[src/design/srsl_pkg.sv]
`timescale 1ns / 1ps

package srsl_pkg;

    // width of every configuration register
    localparam int REG_WIDTH = 19;
    localparam int CFG_INDEX_WIDTH = 2;

    // preset reset values in whole rpm, scaled by the fraction bits at elaboration
    localparam int SLOW_PRESET_RPM = 40;
    localparam int FAST_PRESET_RPM = 400;
    localparam int STEP_RPM = 1;

    // action codes
    localparam logic ACTION_COMMAND = 1'b0;
    localparam logic ACTION_TICK = 1'b1;

    // speed choice codes
    localparam logic [1:0] CHOICE_STOP = 2'd0;
    localparam logic [1:0] CHOICE_CHORALE = 2'd1;
    localparam logic [1:0] CHOICE_TREMOLO = 2'd2;

    // configuration register indexes
    localparam logic [CFG_INDEX_WIDTH-1:0] CFG_CHORALE_TARGET = 2'd0;
    localparam logic [CFG_INDEX_WIDTH-1:0] CFG_TREMOLO_TARGET = 2'd1;
    localparam logic [CFG_INDEX_WIDTH-1:0] CFG_RISE_STEP = 2'd2;
    localparam logic [CFG_INDEX_WIDTH-1:0] CFG_FALL_STEP = 2'd3;

    typedef logic [REG_WIDTH-1:0] reg_word_t;

    typedef struct packed {
        reg_word_t chorale_target;
        reg_word_t tremolo_target;
        reg_word_t rise_step;
        reg_word_t fall_step;
    } cfg_t;

    // control part of one held input item
    typedef struct packed {
        logic       action;
        logic [1:0] speed_choice;
        logic [1:0] reference_source;
        logic       measured_valid;
    } item_ctl_t;

endpackage

[src/design/srsl_cfg_if.sv]
`timescale 1ns / 1ps

interface srsl_cfg_if;
    logic                              valid;
    logic                              ready;
    logic [srsl_pkg::CFG_INDEX_WIDTH-1:0] index;
    logic [srsl_pkg::REG_WIDTH-1:0]    data;

    modport source (output valid, output index, output data, input ready);
    modport sink (input valid, input index, input data, output ready);
endinterface

[src/design/srsl_item_if.sv]
`timescale 1ns / 1ps

interface srsl_item_if #(
    parameter int SPEED_WIDTH = 20
);
    logic                          valid;
    logic                          ready;
    logic                          action;
    logic [1:0]                    speed_choice;
    logic [1:0]                    reference_source;
    logic                          measured_valid;
    logic signed [SPEED_WIDTH-1:0] measured_speed;

    modport source (
        output valid, output action, output speed_choice, output reference_source,
        output measured_valid, output measured_speed, input ready
    );
    modport sink (
        input valid, input action, input speed_choice, input reference_source,
        input measured_valid, input measured_speed, output ready
    );
endinterface

[src/design/srsl_result_if.sv]
`timescale 1ns / 1ps

interface srsl_result_if #(
    parameter int SPEED_WIDTH = 20
);
    logic                          valid;
    logic                          ready;
    logic signed [SPEED_WIDTH-1:0] reference_speed;
    logic [1:0]                    reference_tag;
    logic                          settled;

    modport source (
        output valid, output reference_speed, output reference_tag, output settled,
        input ready
    );
    modport sink (
        input valid, input reference_speed, input reference_tag, input settled,
        output ready
    );
endinterface

[src/design/speed_ramp_slew_limiter.sv]
`timescale 1ns / 1ps

// Speed setpoint ramp generator. A command transfer (action 0) picks a target
// (stop, chorale preset or tremolo preset; the unused choice code also means
// stop), starts the ramp
// at measured_speed when measured_valid is set, otherwise at the last ramped
// speed, and always returns one result carrying that start speed. Each tick
// transfer (action 1) moves the setpoint toward the target by at most rise_step
// going up or fall_step going down, and returns one result; a tick while no ramp
// runs returns nothing. A zero step jumps straight to the target. settled is set
// on the result that reaches the target, which ends the ramp. Speeds are signed
// with FRACTION_BITS fraction bits; presets above the signed speed range are
// saturated. The block takes one item every cycle while results are taken: an
// input register and a result register sit either side of a single add,
// compare and clamp stage. While a result waits the input register holds one
// more item, then the input stalls until the result is taken. Write
// configuration only while idle.
module speed_ramp_slew_limiter #(
    parameter int SPEED_WIDTH = 20,
    parameter int FRACTION_BITS = 8
) (
    input  logic          clk,
    input  logic          rst_n,
    srsl_cfg_if.sink      cfg,
    srsl_item_if.sink     item,
    srsl_result_if.source result
);
    import srsl_pkg::*;

    // configuration registers, reset to presets scaled by the fraction bits
    cfg_t                          regs;

    // held item between input register and ramp stage
    logic                          hold_valid;
    item_ctl_t                     hold_ctl;
    logic signed [SPEED_WIDTH-1:0] hold_speed;

    // high when the ramp stage consumes the held item this cycle
    logic                          take;

    srsl_cfg_regs #(
        .FRACTION_BITS (FRACTION_BITS)
    ) u_cfg_regs (
        .clk   (clk),
        .rst_n (rst_n),
        .cfg   (cfg),
        .regs  (regs)
    );

    // input register: frees itself as the held item moves on
    srsl_in_stage #(
        .SPEED_WIDTH (SPEED_WIDTH)
    ) u_in_stage (
        .clk        (clk),
        .rst_n      (rst_n),
        .item       (item),
        .take       (take),
        .hold_valid (hold_valid),
        .hold_ctl   (hold_ctl),
        .hold_speed (hold_speed)
    );

    // ramp state, step logic and result register
    srsl_ramp_core #(
        .SPEED_WIDTH (SPEED_WIDTH)
    ) u_ramp_core (
        .clk        (clk),
        .rst_n      (rst_n),
        .regs       (regs),
        .hold_valid (hold_valid),
        .hold_ctl   (hold_ctl),
        .hold_speed (hold_speed),
        .take       (take),
        .result     (result)
    );

endmodule

[src/design/srsl_cfg_regs.sv]
`timescale 1ns / 1ps

module srsl_cfg_regs #(
    parameter int FRACTION_BITS = 8
) (
    input  logic           clk,
    input  logic           rst_n,
    srsl_cfg_if.sink       cfg,
    output srsl_pkg::cfg_t regs
);
    import srsl_pkg::*;

    localparam reg_word_t CHORALE_RESET =
        REG_WIDTH'(longint'(SLOW_PRESET_RPM) << FRACTION_BITS);
    localparam reg_word_t TREMOLO_RESET =
        REG_WIDTH'(longint'(FAST_PRESET_RPM) << FRACTION_BITS);
    localparam reg_word_t STEP_RESET = REG_WIDTH'(longint'(STEP_RPM) << FRACTION_BITS);

    cfg_t regs_reg;

    assign cfg.ready = 1'b1;
    assign regs = regs_reg;

    always_ff @(posedge clk or negedge rst_n)
    begin
        if (!rst_n)
        begin
            regs_reg.chorale_target <= CHORALE_RESET;
            regs_reg.tremolo_target <= TREMOLO_RESET;
            regs_reg.rise_step <= STEP_RESET;
            regs_reg.fall_step <= STEP_RESET;
        end
        else if (cfg.valid)
        begin
            case (cfg.index)
                CFG_CHORALE_TARGET: regs_reg.chorale_target <= cfg.data;
                CFG_TREMOLO_TARGET: regs_reg.tremolo_target <= cfg.data;
                CFG_RISE_STEP:      regs_reg.rise_step <= cfg.data;
                CFG_FALL_STEP:      regs_reg.fall_step <= cfg.data;
                default:            ;
            endcase
        end
    end

endmodule

[src/design/srsl_in_stage.sv]
`timescale 1ns / 1ps

module srsl_in_stage #(
    parameter int SPEED_WIDTH = 20
) (
    input  logic                          clk,
    input  logic                          rst_n,
    srsl_item_if.sink                     item,
    input  logic                          take,
    output logic                          hold_valid,
    output srsl_pkg::item_ctl_t           hold_ctl,
    output logic signed [SPEED_WIDTH-1:0] hold_speed
);
    import srsl_pkg::*;

    logic                          hold_valid_reg;
    item_ctl_t                     ctl_reg;
    logic signed [SPEED_WIDTH-1:0] speed_reg;
    logic                          accept;

    // free when empty or when the held item leaves this cycle
    assign item.ready = !hold_valid_reg || take;
    assign accept = item.valid && item.ready;

    assign hold_valid = hold_valid_reg;
    assign hold_ctl = ctl_reg;
    assign hold_speed = speed_reg;

    always_ff @(posedge clk or negedge rst_n)
    begin
        if (!rst_n)
        begin
            hold_valid_reg <= 1'b0;
        end
        else if (accept)
        begin
            hold_valid_reg <= 1'b1;
        end
        else if (take)
        begin
            hold_valid_reg <= 1'b0;
        end
    end

    always_ff @(posedge clk)
    begin
        if (accept)
        begin
            ctl_reg.action <= item.action;
            ctl_reg.speed_choice <= item.speed_choice;
            ctl_reg.reference_source <= item.reference_source;
            ctl_reg.measured_valid <= item.measured_valid;
            speed_reg <= item.measured_speed;
        end
    end

endmodule

[src/design/srsl_ramp_core.sv]
`timescale 1ns / 1ps

module srsl_ramp_core #(
    parameter int SPEED_WIDTH = 20
) (
    input  logic                          clk,
    input  logic                          rst_n,
    input  srsl_pkg::cfg_t                regs,
    input  logic                          hold_valid,
    input  srsl_pkg::item_ctl_t           hold_ctl,
    input  logic signed [SPEED_WIDTH-1:0] hold_speed,
    output logic                          take,
    srsl_result_if.source                 result
);
    import srsl_pkg::*;

    // working width: holds a speed difference and any step without overflow
    localparam int DW = ((SPEED_WIDTH > REG_WIDTH) ? SPEED_WIDTH : REG_WIDTH) + 2;
    localparam logic signed [DW-1:0] SPD_MAX =
        DW'((longint'(1) << (SPEED_WIDTH - 1)) - longint'(1));

    logic signed [SPEED_WIDTH-1:0] cur_reg, cur_next;
    logic signed [SPEED_WIDTH-1:0] goal_reg, goal_next;
    logic signed [SPEED_WIDTH-1:0] last_reg, last_next;
    logic                          active_reg, active_next;
    logic [1:0]                    tag_reg, tag_next;

    logic                          res_v_reg, res_v_next;
    logic signed [SPEED_WIDTH-1:0] res_speed_reg, res_speed_next;
    logic [1:0]                    res_tag_reg, res_tag_next;
    logic                          res_settled_reg, res_settled_next;

    logic                          fire;
    logic signed [DW-1:0]          chorale_w, tremolo_w, target_w;
    logic signed [SPEED_WIDTH-1:0] target;
    logic signed [SPEED_WIDTH-1:0] start;
    logic signed [DW-1:0]          delta, step, move;
    logic signed [SPEED_WIDTH-1:0] stepped;

    assign fire = hold_valid && (!res_v_reg || result.ready);
    assign take = fire;

    // preset targets, saturated into the signed speed range
    always_comb
    begin
        chorale_w = signed'({{(DW - REG_WIDTH){1'b0}}, regs.chorale_target});
        tremolo_w = signed'({{(DW - REG_WIDTH){1'b0}}, regs.tremolo_target});
        if (chorale_w > SPD_MAX)
        begin
            chorale_w = SPD_MAX;
        end
        if (tremolo_w > SPD_MAX)
        begin
            tremolo_w = SPD_MAX;
        end
        case (hold_ctl.speed_choice)
            CHOICE_CHORALE: target_w = chorale_w;
            CHOICE_TREMOLO: target_w = tremolo_w;
            default:        target_w = '0;
        endcase
        target = SPEED_WIDTH'(target_w);
        start = hold_ctl.measured_valid ? hold_speed : last_reg;
    end

    // one clamped step toward the goal
    always_comb
    begin
        delta = DW'(goal_reg) - DW'(cur_reg);
        step = signed'({{(DW - REG_WIDTH){1'b0}},
                        (delta > 0) ? regs.rise_step : regs.fall_step});
        if (delta > step)
        begin
            move = step;
        end
        else if (delta < -step)
        begin
            move = -step;
        end
        else
        begin
            move = delta;
        end
        if (step == '0)
        begin
            stepped = goal_reg;
        end
        else
        begin
            stepped = SPEED_WIDTH'(DW'(cur_reg) + move);
        end
    end

    always_comb
    begin
        cur_next = cur_reg;
        goal_next = goal_reg;
        last_next = last_reg;
        active_next = active_reg;
        tag_next = tag_reg;
        res_v_next = res_v_reg && !result.ready;
        res_speed_next = res_speed_reg;
        res_tag_next = res_tag_reg;
        res_settled_next = res_settled_reg;
        if (fire)
        begin
            res_v_next = 1'b0;
            if (hold_ctl.action == ACTION_COMMAND)
            begin
                cur_next = start;
                goal_next = target;
                tag_next = hold_ctl.reference_source;
                active_next = (start != target);
                if (start == target)
                begin
                    last_next = start;
                end
                res_v_next = 1'b1;
                res_speed_next = start;
                res_tag_next = hold_ctl.reference_source;
                res_settled_next = (start == target);
            end
            else if (active_reg)
            begin
                cur_next = stepped;
                last_next = stepped;
                active_next = (stepped != goal_reg);
                res_v_next = 1'b1;
                res_speed_next = stepped;
                res_tag_next = tag_reg;
                res_settled_next = (stepped == goal_reg);
            end
        end
    end

    always_ff @(posedge clk or negedge rst_n)
    begin
        if (!rst_n)
        begin
            cur_reg <= '0;
            goal_reg <= '0;
            last_reg <= '0;
            active_reg <= 1'b0;
            tag_reg <= '0;
            res_v_reg <= 1'b0;
        end
        else
        begin
            cur_reg <= cur_next;
            goal_reg <= goal_next;
            last_reg <= last_next;
            active_reg <= active_next;
            tag_reg <= tag_next;
            res_v_reg <= res_v_next;
        end
    end

    always_ff @(posedge clk)
    begin
        res_speed_reg <= res_speed_next;
        res_tag_reg <= res_tag_next;
        res_settled_reg <= res_settled_next;
    end

    assign result.valid = res_v_reg;
    assign result.reference_speed = res_speed_reg;
    assign result.reference_tag = res_tag_reg;
    assign result.settled = res_settled_reg;

    // a ramp in progress never sits on its goal
    a_active_off_goal: assert property (@(posedge clk) disable iff (!rst_n)
        active_reg |-> cur_reg != goal_reg)
        else $error("ramp active with setpoint at goal");

    // a settled result leaves the ramp idle, an unsettled one leaves it running
    a_settled_idle: assert property (@(posedge clk) disable iff (!rst_n)
        res_v_reg && res_settled_reg |-> !active_reg)
        else $error("settled result while ramp active");

    a_unsettled_active: assert property (@(posedge clk) disable iff (!rst_n)
        res_v_reg && !res_settled_reg |-> active_reg)
        else $error("unsettled result while ramp idle");

    // a waiting result always shows the present setpoint
    a_result_tracks: assert property (@(posedge clk) disable iff (!rst_n)
        res_v_reg |-> res_speed_reg == cur_reg)
        else $error("result speed differs from setpoint");

    // a tick while idle gives nothing and changes nothing
    a_idle_tick: assert property (@(posedge clk) disable iff (!rst_n)
        fire && hold_ctl.action == ACTION_TICK && !active_reg
        |=> !res_v_reg && $stable(cur_reg) && $stable(last_reg))
        else $error("idle tick disturbed the ramp");

endmodule

[src/flat_wrapper.sv]
// flat-port wrapper written by rule: the top's interface ports become plain ports
module speed_ramp_slew_limiter_flat import srsl_pkg::*;
#(
    parameter int SPEED_WIDTH = 20,
    parameter int FRACTION_BITS = 8
)
  (clk, rst_n, cfg_valid, cfg_index, cfg_data, cfg_ready, item_valid, item_action, item_speed_choice, item_reference_source, item_measured_valid, item_measured_speed, item_ready, result_valid, result_reference_speed, result_reference_tag, result_settled, result_ready);
  srsl_cfg_if cfg_i ();
  srsl_item_if #(.SPEED_WIDTH(SPEED_WIDTH)) item_i ();
  srsl_result_if #(.SPEED_WIDTH(SPEED_WIDTH)) result_i ();
  input  logic clk;
  input  logic rst_n;
  input wire logic [$bits(cfg_i.valid)-1:0] cfg_valid;
  input wire logic [$bits(cfg_i.index)-1:0] cfg_index;
  input wire logic [$bits(cfg_i.data)-1:0] cfg_data;
  output wire logic [$bits(cfg_i.ready)-1:0] cfg_ready;
  input wire logic [$bits(item_i.valid)-1:0] item_valid;
  input wire logic [$bits(item_i.action)-1:0] item_action;
  input wire logic [$bits(item_i.speed_choice)-1:0] item_speed_choice;
  input wire logic [$bits(item_i.reference_source)-1:0] item_reference_source;
  input wire logic [$bits(item_i.measured_valid)-1:0] item_measured_valid;
  input wire logic [$bits(item_i.measured_speed)-1:0] item_measured_speed;
  output wire logic [$bits(item_i.ready)-1:0] item_ready;
  output wire logic [$bits(result_i.valid)-1:0] result_valid;
  output wire logic [$bits(result_i.reference_speed)-1:0] result_reference_speed;
  output wire logic [$bits(result_i.reference_tag)-1:0] result_reference_tag;
  output wire logic [$bits(result_i.settled)-1:0] result_settled;
  input wire logic [$bits(result_i.ready)-1:0] result_ready;
  assign cfg_i.valid = cfg_valid;
  assign cfg_i.index = cfg_index;
  assign cfg_i.data = cfg_data;
  assign cfg_ready = cfg_i.ready;
  assign item_i.valid = item_valid;
  assign item_i.action = item_action;
  assign item_i.speed_choice = item_speed_choice;
  assign item_i.reference_source = item_reference_source;
  assign item_i.measured_valid = item_measured_valid;
  assign item_i.measured_speed = item_measured_speed;
  assign item_ready = item_i.ready;
  assign result_valid = result_i.valid;
  assign result_reference_speed = result_i.reference_speed;
  assign result_reference_tag = result_i.reference_tag;
  assign result_settled = result_i.settled;
  assign result_i.ready = result_ready;
  speed_ramp_slew_limiter #(.SPEED_WIDTH(SPEED_WIDTH), .FRACTION_BITS(FRACTION_BITS)) u_core (.clk(clk), .rst_n(rst_n), .cfg(cfg_i), .item(item_i), .result(result_i));
endmodule
[config.mk]
export PLATFORM = sky130hd
export DESIGN_NAME = speed_ramp_slew_limiter_flat
export DESIGN_NICKNAME = d
export VERILOG_FILES = /design/src/design/srsl_pkg.sv /design/src/design/srsl_cfg_if.sv /design/src/design/srsl_item_if.sv /design/src/design/srsl_result_if.sv /design/src/design/speed_ramp_slew_limiter.sv /design/src/design/srsl_cfg_regs.sv /design/src/design/srsl_in_stage.sv /design/src/design/srsl_ramp_core.sv /design/src/flat_wrapper.sv
export SDC_FILE = /design/constraint.sdc
export NUM_CORES = 1
export LEC_CHECK = 0
export BUFFER_PORTS_ARGS = -buffer_cell sky130_fd_sc_hd__buf_2
export CAP_MARGIN = 0
export CELL_PAD_IN_SITES_DETAIL_PLACEMENT = 0
export CELL_PAD_IN_SITES_GLOBAL_PLACEMENT = 1
export CORE_ASPECT_RATIO = 0.9
export CORE_MARGIN = 4
export CORE_UTILIZATION = 50
export DETAILED_ROUTE_END_ITERATION = 8
export PLACE_DENSITY = 0.79
export SYNTH_ARGS = -nofsm -noshare
export SYNTH_HDL_FRONTEND = slang
export SYNTH_HIERARCHICAL = 1
export SYNTH_SLANG_ARGS = --single-unit
[constraint.sdc]
create_clock -name clk -period 11.02 [get_ports clk]
set_clock_uncertainty 0.1 [all_clocks]
set_input_delay 1.653 -clock clk [delete_from_list [all_inputs] [get_ports clk]]
set_output_delay 1.653 -clock clk [all_outputs]
set_load 0.02 [all_outputs]
After elaboration in Yosys (flattened, before gate mapping)

Index checks and enable logic that the tools add are counted.

Register bits: 189
Bits in latches: 0
Word-level logic and storage cells: 76
Output and inout bits: 26
Input port bits: 52
Memory bits (read-only): 0
Memories: 0
Bits in writable memories: 0

Equal/unequal tests: 10
Divide/modulo/power cells: 0
Order comparisons: 3
$mul: 0
Shifts and indexed selects: 0
Bitwise operators: 1
Reduce and logical (&&, ||, !) cells: 19
Add/sub/neg operators: 3
Muxes and demuxes: 21

Operators by type and width:

| operator              | count |
|---|---|
| $mux W20              | 8 |
| $eq A20 B20 Y1        | 2 |
| $ne A20 B20 Y1        | 2 |
| $pmux W19 S2          | 1 |
| $lt A21 B22 Y1        | 1 |
| $neg A19 Y22          | 1 |
| $gt A21 B1 Y1 const B | 1 |
| $gt A21 B20 Y1        | 1 |
| $sub A20 B20 Y21      | 1 |
| $add A20 B20 Y20      | 1 |
| $logic_not A19 Y1     | 1 |
| $mux W19              | 1 |
| $reduce_and A2 Y1     | 6 |
| $mux W1               | 9 |
| $eq A2 B2 Y1 const B  | 3 |
| $eq A2 B1 Y1 const B  | 2 |
| $mux W2               | 2 |
| $reduce_bool A2 Y1    | 2 |
| $logic_and A1 B1 Y1   | 3 |
| $logic_not A1 Y1      | 3 |
| $reduce_and A3 Y1     | 1 |
| $logic_not A2 Y1      | 1 |
| $logic_or A1 B1 Y1    | 2 |
| $ne A2 B2 Y1 const B  | 1 |
| $not A1 Y1            | 1 |

Depth between registers and ports, before layout

Depth in word-level cells: 12
Gate-level depth with buffers: 44
Depth with buffers taken out: 41

Modules after synthesis

The synthesis kept the hierarchy.

Modules (own cells, without submodules):

| module         | area an instance (um^2) | cells an instance | instances |
|---|---|---|---|
| srsl_ramp_core | 9445.3                  | 1031              | 1 |
| srsl_cfg_regs  | 3040.4                  | 165               | 1 |
| srsl_in_stage  | 834.6                   | 30                | 1 |

Least setup slack after synthesis

No wires, ideal clock.

Path kind: register to register
Start: reg u_core.u_ramp_core.goal_reg[0]
End: reg u_core.u_ramp_core.active_reg
Period minus slack after synthesis: 9.575 ns
Arrival time: 9.350 ns
Slack: 1.445 ns
Setup time: 0.125 ns
Stages on the path, launching flop included: 43
Data required time: 10.795 ns
Cell sequence: dfrtp_1 -> inv_1 -> ha_1 -> fa_1 -> and2b_1 -> o211ai_1 -> a2111oi_2 -> a221o_1 -> a211oi_2 -> nor3_1 -> nand4_4 -> nand2_4 -> buf_8 -> buf_6 -> mux2i_1 -> ha_1 -> inv_1 -> a2111oi_0 -> [... 7 more ...] -> a41oi_1 -> clkbuf_1 -> nor2_1 -> a22oi_1 -> o22ai_1 -> ha_1 -> nor2b_1 -> o21ai_0 -> a21boi_0 -> o41ai_1 -> a211oi_1 -> o21ai_0 -> a21oi_1 -> or3_1 -> a21boi_0 -> nand4_1 -> a31oi_1 -> o21ai_1

Word-level cells in the longest chain between the ends: 12

RTL lines:

| item                   | RTL line              | text |
|---|---|---|
| start, declared        | srsl_ramp_core.sv:23  | `logic signed [SPEED_WIDTH-1:0] goal_reg, goal_next;` |
| start signal, assigned | srsl_ramp_core.sv:149 | `goal_reg <= goal_next;` |
| $sub A20 B20 Y21       | srsl_ramp_core.sv:68  | `delta = DW'(goal_reg) - DW'(cur_reg);` |
| $gt A21 B1 Y1          | srsl_ramp_core.sv:70  | `(delta > 0) ? regs.rise_step : regs.fall_step});` |
| $mux W19               | srsl_ramp_core.sv:70  |  |
| $neg A19 Y22           | srsl_ramp_core.sv:77  | `move = -step;` |
| $lt A21 B22 Y1         | srsl_ramp_core.sv:75  | `else if (delta < -step)` |
| $mux W20               | srsl_ramp_core.sv:75  |  |
| $mux W20               | srsl_ramp_core.sv:71  | `if (delta > step)` |
| $add A20 B20 Y20       | srsl_ramp_core.sv:89  | `stepped = SPEED_WIDTH'(DW'(cur_reg) + move);` |
| $mux W20               | srsl_ramp_core.sv:83  | `if (step == '0)` |
| $ne A20 B20 Y1 *       | srsl_ramp_core.sv:126 | `active_next = (stepped != goal_reg);` |
| $mux W1 *              | srsl_ramp_core.sv:122 | `else if (active_reg)` |
| $mux W1 *              | srsl_ramp_core.sv:107 | `if (hold_ctl.action == ACTION_COMMAND)` |
| end signal, assigned   | srsl_ramp_core.sv:151 | `active_reg <= active_next;` |
| end, declared          | srsl_ramp_core.sv:25  | `logic active_reg, active_next;` |

Mark *: on every way between the ends. The rest lies on a longest branch, timed or not.
A chain may end at the register's enable or synchronous reset.

Worst setup path in the final report

Start: reg u_core.u_ramp_core.goal_reg[0]
End: reg u_core.u_ramp_core.last_reg[18]

Word-level cells in the longest chain between the ends: 11

RTL lines:

| item                 | RTL line              | text |
|---|---|---|
| $sub A20 B20 Y21 *   | srsl_ramp_core.sv:68  |  |
| $gt A21 B1 Y1        | srsl_ramp_core.sv:70  |  |
| $mux W19             | srsl_ramp_core.sv:70  |  |
| $neg A19 Y22         | srsl_ramp_core.sv:77  |  |
| $lt A21 B22 Y1       | srsl_ramp_core.sv:75  |  |
| $mux W20             | srsl_ramp_core.sv:75  |  |
| $mux W20             | srsl_ramp_core.sv:71  |  |
| $add A20 B20 Y20     | srsl_ramp_core.sv:89  |  |
| $mux W20 *           | srsl_ramp_core.sv:83  |  |
| $mux W20 *           | srsl_ramp_core.sv:122 |  |
| $mux W20 *           | srsl_ramp_core.sv:107 |  |
| end signal, assigned | srsl_ramp_core.sv:150 | `last_reg <= last_next;` |
| end, declared        | srsl_ramp_core.sv:24  | `logic signed [SPEED_WIDTH-1:0] last_reg, last_next;` |

Mark *: on every way between the ends. The rest lies on a longest branch, timed or not. The select of a mux whose other input is x is not followed.

==> results.yml <==
yosys:
  yosys.area_share.simple_pct: 11.8
  synthMuxAreaShare_pct: 19.5
  synth_cell_types: 105
  synth.area.top_cells: "dfrtp_1 (25%), edfxtp_1 (11%), mux2_2 (9.2%)"
  synth-seq-cells: 189
  yosysTopAreaCellShare_pct: 25.0
  yosysWarnings: 6
  seq_area_frac_synth_pct: 37.4
  avgSynthCellArea_um2: 10.9
  synth_ff_type: "dfrtp_1"
  synth-xor-area-share_pct: 5.23
  synthAdderAreaFrac_pct: 7.91
  synth-edff-count: 49
  syn_nets: 1361
  syn_area_mm2: 0.0133
  syn_inst: 1226
  synth_top_family_by_area: "multiplexers"
  synthArstFlopShare_pct: 74.1
  synth-compound-area-share_pct: 14.2
  synth_area_leader_cell: "dfrtp_1"
timing:
  setup_viol: 0
  period_needed_ns: 10.34
  fmax_mhz: 96.7
  hold_viol: 0
  maxSlewViolCount: 0
  slew_headroom_pct: 18.7
  period_share_pct: 93.8
  worstMarginPinSlew_ns: 1.22
global_routing:
  grt_use_total_pct: 26.5
  grt_max_degree: 88
  antenna_found_initial: 0
  grt_pass1_vias: 9887
  grt_pass1_wl_um: 60600
  overflow: 0
placed_design:
  hpwl_um: 29700
  gp_congestion: 0.975
  port_buffers: 76
  dpl_cell_area_mm2: 0.0140
die:
  dieArea_mm2: 0.0293
  die_h_um: 163
  ios: 78
  core_area_mm2: 0.0261
  die_x_um: 180
  std_cell_rows: 56
  initial_core_util_pct: 51.0
critical_path:
  r2r_start: "u_core/u_ramp_core/goal_reg[0]$_DFFE_PN0P_"
  crit_family: "compound AO/OA/AOI/OAI gates"
  worstPathArrival_ns: 10.63
  path_max_fanout: 30
  startpoint: "u_core/u_ramp_core/goal_reg[0]$_DFFE_PN0P_"
  slowest_stage: "mux2i_2"
  crit_required_ns: 11.31
  start_kind: "flip-flop"
  path_class: "reg2reg"
  critical_path.endpoint_type: "flip-flop"
  cp.buffers_inverters: 5
  cp_slowest_stage_delay_ns: 0.57
final_layout:
  final_cell_mix: "dfrtp_1 (133), mux2_2 (109), nor2_1 (82)"
  fin_nets: 1434
  final_common_cell: "dfrtp_1"
  regArea_mm2: 0.00498
  largest_reg_flops: 76
  multi_input_area_mm2: 0.00787
  fill_cells: 2267
  final_cell_area_mm2: 0.0147
  synthToLayoutAreaGrowth_pct: 10.6
  drive_gt1_share_pct: 26.7
  antenna_cells: 0
route:
  routed_wl_um: 38800
  routedWlPerCell_um: 23.4
  vias: 10257
  dr.pass1.iters: 5
  drc: 0
  initialDrtViolationCount: 1078
  viasPerCell: 6.18
  ant_nets: 0
flow_run:
  maxCapViolCount: 0
clock_tree:
  cts_sinks: 189
  clkTransAtPathRegs_ns: 0.08
  insertion_delay_ns: 0.44
  ctsLongestPathBuffers: 2
  h-tree-depth: 4
  cts_tree: "built"
  cts_made_buffers: 17
  root_buffer: "clkbuf_16"
outcome:
  status: "finished, final reports clean"
min_path:
  hold_path.class: "reg2reg"
  hold_start: "u_core/u_ramp_core/result.valid$_DFF_PN0_"
==> routing by layer <==
metal | routed length [um] | vias to the layer above | track usage [%]
met5 | 0 | - | 0
met4 | 782 | 0 | 6.39
met3 | 2670 | 48 | 4.64
met2 | 16700 | 372 | 38.9
met1 | 18700 | 5090 | 40.6
li1 | - | 4747 | -
==> cells in the mapped netlist (all sizes together) (8+ instances only) <==
| cell type | count |
|---|---|
| mux2 | 141 |
| o21ai | 46 |
| nand2b | 9 |
| dfrtp | 133 |
| a21o | 29 |
| clkbuf | 25 |
| and3 | 8 |
| xnor2 | 48 |
| or3 | 11 |
| o21a | 8 |
| xor2 | 29 |
| mux2i | 84 |
| nand4 | 19 |
| nor3 | 23 |
| a22oi | 25 |
| nor2b | 11 |
| nand3 | 17 |
| a21oi | 51 |
| a211oi | 11 |
| inv | 50 |
| nor4 | 17 |
| ha | 81 |
| nand2 | 51 |
| o22ai | 11 |
| nor2 | 83 |
| a31oi | 11 |
| buf | 26 |
| edfxtp | 49 |
==> logic make-up after synthesis <==
family,count (synthesis)
XOR/XNOR,78
flip-flops,189
buffers and inverters,101
other,1
AND/OR/NAND/NOR,285
AO/OA/AOI/OAI,264
multiplexers,225
adder cells (fa/ha/maj),83
==> path summary, 6_finish.rpt <==
| check | to | cells past startpoint | slack (ns) |
|---|---|---|---|
| setup reg to reg | u_core/u_ramp_core/last_reg[18]$_DFFE_PN0P_ | 40 | 0.68 |
| hold reg to reg | u_core/u_ramp_core/result.valid$_DFF_PN0_ | 2 | 0.41 |
| min in group asynchronous | u_core/u_cfg_regs/regs[59]$_DFFE_PN0P_ | 1 | 1.16 |
| hold / removal | u_core/u_ramp_core/result.valid$_DFF_PN0_ | 2 | 0.41 |
| setup / recovery | u_core/u_ramp_core/last_reg[18]$_DFFE_PN0P_ | 40 | 0.68 |
| max in group asynchronous | u_core/u_ramp_core/goal_reg[14]$_DFFE_PN0P_ | 2 | 8.39 |
==> through the flow <==
step                      utilization [%]  hold WS [ns]  worst slack, ns  TNS, ns  cells
after floorplan                         -         0.375             1.45        0   1226
after global placement               53.6         0.383            0.503        0   1624
after detailed placement             53.6         0.394            0.395        0   1624
after CTS                            56.1         0.412            0.388        0   1656
after global routing                 56.4         0.419          -0.0203  -0.0397   1660
final                                56.4         0.406            0.680        0   1660
==> area by class of cell <==
cell class / instances / area share, %
clock buffers: 17 / 2.89
clock inverters: 15 / 1.50
inverters: 50 / 1.27
multi-input cells: 936 / 53.4
flip-flops and latches: 189 / 33.8
well taps: 348 / 2.96
repair buffers: 105 / 4.10
==> worst min-delay path: stages, from the launching register on <==
cell,delay (ns)
dfrtp_1,0.35
nand2b_1,0.08
nand2_1,0.06
==> repair_timing <==
item                       in CTS  in global routing
gates resized for setup         0                  8
setup endpoints to repair       0                 17
buffers inserted                0                  4
hold buffers                    0                  0
Power is left out: the tool's default activity adds up to more than one toggle a clock period on the data nets, which glitch-free logic cannot reach.
